[src/sv/nevq_pkg.sv]
// ----------------------------------------------------------------------------
// nevq_pkg: shared types and constants for the field-norm quality tracker
// Register indexes, reset values and the item passed between front and back.
// ----------------------------------------------------------------------------
package nevq_pkg;
	localparam int COUNT_BITS_DEF = 16;
	localparam int CFG_IDX_W = 2;
	localparam logic [CFG_IDX_W-1:0] REG_TRACK = 2'd0;
	localparam logic [CFG_IDX_W-1:0] REG_WEIGHT = 2'd1;
	localparam logic [CFG_IDX_W-1:0] REG_MIN_NORM = 2'd2;
	localparam logic [CFG_IDX_W-1:0] REG_MIN_COUNT = 2'd3;
	localparam logic [15:0] WEIGHT_RST = 16'd655;
	localparam logic [15:0] MIN_NORM_RST = 16'd1;
	localparam logic [15:0] MIN_COUNT_RST = 16'd100;
	localparam logic [16:0] QUALITY_ONE = 17'd65536;
	localparam int QDEPTH = 2;

	typedef struct packed {
		logic [31:0] sample;
		logic clear;
		logic take;
	} item_t;
endpackage

[src/sv/nevq_front.sv]
// ----------------------------------------------------------------------------
// nevq_front: input queue side
// Accept requests, classify them as clear, taken sample or ignored, and queue.
// ----------------------------------------------------------------------------
module nevq_front import nevq_pkg::*; (
	input  logic clk,
	input  logic arst_n,
	input  logic push,
	output logic full,
	input  logic [31:0] norm_sample,
	input  logic clear,
	input  logic track_en,
	input  logic [15:0] min_norm,
	output logic q_valid,
	output item_t q_item,
	input  logic q_pop
);
	item_t mem_q [QDEPTH];
	logic rd_q, wr_q;
	logic [1:0] cnt_q;
	logic do_push, do_pop;
	item_t it;

	assign full = (cnt_q == 2'(QDEPTH));
	assign do_push = push && !full;
	assign q_valid = (cnt_q != 2'd0);
	assign do_pop = q_pop && q_valid;
	assign q_item = mem_q[rd_q];

	always_comb begin
		it.sample = norm_sample;
		it.clear = clear;
		it.take = !clear && track_en && (norm_sample >= {16'd0, min_norm});
	end

	always_ff @(posedge clk or negedge arst_n) begin
		if (!arst_n) begin
			rd_q <= 1'b0;
			wr_q <= 1'b0;
			cnt_q <= 2'd0;
		end else begin
			if (do_push) wr_q <= ~wr_q;
			if (do_pop) rd_q <= ~rd_q;
			cnt_q <= cnt_q + 2'(do_push) - 2'(do_pop);
		end
	end

	always_ff @(posedge clk) begin
		if (do_push) mem_q[wr_q] <= it;
	end
endmodule

[config.mk]
export PLATFORM = sky130hd
export DESIGN_NAME = nevq_front
export DESIGN_NICKNAME = d
export VERILOG_FILES = /design/src/sv/nevq_pkg.sv /design/src/sv/nevq_front.sv
export SDC_FILE = /design/constraint.sdc
export NUM_CORES = 1
export LEC_CHECK = 0
export BUFFER_PORTS_ARGS = -buffer_cell sky130_fd_sc_hd__buf_2
export CAP_MARGIN = 15
export CORE_UTILIZATION = 35
export DETAILED_ROUTE_END_ITERATION = 6
export GPL_TIMING_DRIVEN = 0
export PLACE_DENSITY_LB_ADDON = 0.25
export SYNTH_ARGS = -nofsm -noshare
export SYNTH_HDL_FRONTEND = slang
export SYNTH_SLANG_ARGS = --single-unit
[constraint.sdc]
create_clock -name clk -period 7.2 [get_ports clk]
set_clock_uncertainty 0.1 [all_clocks]
set_input_delay 0.36 -clock clk [delete_from_list [all_inputs] [get_ports clk]]
set_output_delay 0.36 -clock clk [all_outputs]
set_load 0.05 [all_outputs]
==> metrics.yaml <==
status: "complete, no violations"
rr_worst_depth: 7
arrival_ns: 1.80
ctsHtreeMaxLevel: 3
clock_latency_ns: 0.34
worst_setup_path_end_kind: "output port"
p_total_mw: 1.674
cp_max_fo: 10
via_per_inst: 4.662
synth-simple-area-share_pct: 4.248
synthMuxAreaShare_pct: 12.38
cts_buffers: 9
numClockSinks: 72
grtUsageTotal_pct: 14.01
dieArea_um2: 9217
globalRouteOverflowTotal: 0
synth_xor_area_share_pct: 1.133
syn_nets: 259
ys.flop_type: "edfxtp_1"
synth_top_area_share_pct: 66.02
grt_pass1_wl_mm: 9.156
leakage_nw: 1.613
synth.distinct_cells: 27
ir_drop_mv: 0.1555
fp-row-count: 33
final_hold_viol_count: 0
die_w_um: 96.01
wire_per_inst_um: 14.70
cts_tree: "done"
drive_above_1_share_pct: 51.02
yosysSeqAreaShare_pct: 69.26
antenna_left: 0
place_hpwl_mm: 4.270
core_area_um2: 8382
fp.dieH_um: 96.01
firstDrtPassIters: 4
final_util_pct: 46.96
stdcell_area_um2: 3936
power_density_nw_per_um2: 425.4
clkTransAtPathRegs_ns: 0.08
port-buffer-count: 89
cp.required_ns: 6.74
num-nets-final: 361
yosys_warnings: 0
criticalPathCategory: "reg -> out"
routed_wl_mm: 5.865
clk_path_buf_depth: 2
synth_cells: 187
dpl-instance-area_um2: 3706
root_buffer: "clkbuf_8"
maxSlewViolCount: 0
synth-seq-cells: 72
synth-async-reset-ratio_pct: 5.556
hold_depth: 1
stdcell_count: 399
yosysTopAreaCell: "edfxtp_1"
grt_max_degree: 35
fin_crit_sh_pct: 31.45
synth_top_family_by_area: "multiplexers"
area_growth_pct: 27.27
netlist_area_um2: 3093
finalSetupViolCount: 0
synth-edff-count: 68
drtIter0Drc: 58
synth_area_per_cell_um2: 16.54
initial_utilization_pct: 36.90
dp_cells: 382
vias: 1860
fmax_mhz: 441.6
routabilityCongestion: 0.6832
tns_ns: 0
tightest_slew_ns: 0.8844
yosysMostFrequentCell: "edfxtp_1"
relSlewSlack_pct: 41.04
antenna_found_initial: 0
synth_common_cells: "edfxtp_1 (68), mux2_2 (34), inv_1 (19)"
finalCriticalPeriod_ns: 2.264
synth_compound_area_share_pct: 2.751
cts_setup_buffers: 0
worst_setup_path_start_kind: "flip-flop"
holdBufCountCts: 1
grt_pass1_vias: 1896
synth_area_leaders: "edfxtp_1 (66%), mux2_2 (12%), ha_1 (7.3%), dfrtp_1 (3.2%), inv_1 (2.3%)"
n_antenna_cell: 0
pin_count: 90
rsz0062_at_grt: "no"
hold_class: "in -> reg"
drc: 0
maxCapViolations: 0
yosys.area_share.adder_pct: 7.282
cts_resized: 0
power breakdown:
part           total [mW]  switching [mW]  internal [mW]  leakage (nW)
Clock               0.350           0.155          0.195         0.101
Sequential          0.598          0.0236          0.575         0.679
Combinational       0.727           0.516          0.211         0.833
Total                1.67           0.694          0.980          1.61
per-layer routing:
layer / global-route usage [%] / routed length [um]
met2: 23.05 / 2767
met5: 0 / 0
met4: 7.090 / 122
met3: 4.976 / 464
met1: 16.08 / 2511
worst paths after layout:
| check | startpoint | to | slack, ns |
|---|---|---|---|
| hold / removal | norm_sample[27] | mem_q[0][29] | 0.11 |
| hold reg to reg | cnt_q[0] | cnt_q[0] | 0.43 |
| min in group asynchronous | arst_n | wr_q | 0.24 |
| setup reg to reg | cnt_q[1] | cnt_q[1] | 5.35 |
| setup / recovery | rd_q | q_item[10] | 4.94 |
| max in group asynchronous | arst_n | cnt_q[0] | 6.64 |
critical path: stages (launching register included):
cell     delay [ns]
dfrtp_1        0.32
buf_2          0.22
buf_2          0.31
mux2_2         0.38
buf_2          0.22
sequential cells by signal, indices dropped and copies added (netlist names):
signal / count
cnt_q: 2
rd_q: 1
mem_q: 68
wr_q: 1
cells in the final DEF, fill, tap and decap left out, types with 2 or more instances in the layout:
| master | count |
|---|---|
| nor2_1 | 2 |
| xnor2_1 | 3 |
| clkbuf_8 | 9 |
| a21oi_1 | 6 |
| inv_1 | 19 |
| nor3_1 | 2 |
| nor4_1 | 3 |
| ha_1 | 18 |
| dfrtp_1 | 4 |
| clkinvlp_4 | 3 |
| nand2_2 | 2 |
| mux2_2 | 34 |
| o21ai_0 | 2 |
| bufinv_16 | 2 |
| a211oi_1 | 2 |
| nand2_1 | 5 |
| buf_2 | 93 |
| edfxtp_1 | 68 |
final cells by class:
class,count,area [um2]
Clock inverter,7,96.34
Timing Repair Buffer,91,483.0
Inverter,19,71.32
Buffer,4,20.02
Fill cell,810,4446
Sequential cell,72,2142
Multi-Input combinational cell,92,868.3
Clock buffer,9,123.9
Tap cell,105,131.4
through the flow:
step	setup WS (ns)	hold WS, ns
2_1_floorplan	4.648	-0.03559
3_3_place_gp	3.606	0.07190
3_5_place_dp	5.162	0.07446
4_1_cts	4.867	0.09643
5_1_grt	4.812	0.1048
6_report	4.936	0.1089
kinds of logic (layout without fill, tap and decap cells):
group,after synthesis,in the layout
AOI/OAI and AO/OA,14,14
xor gates and xnor gates,4,4
adders and majority gates,18,18
buffers and inverters,23,130
DFF,72,72
muxes,34,34
and+or+nand+nor,22,22
(Power assumes the default switching activity.)
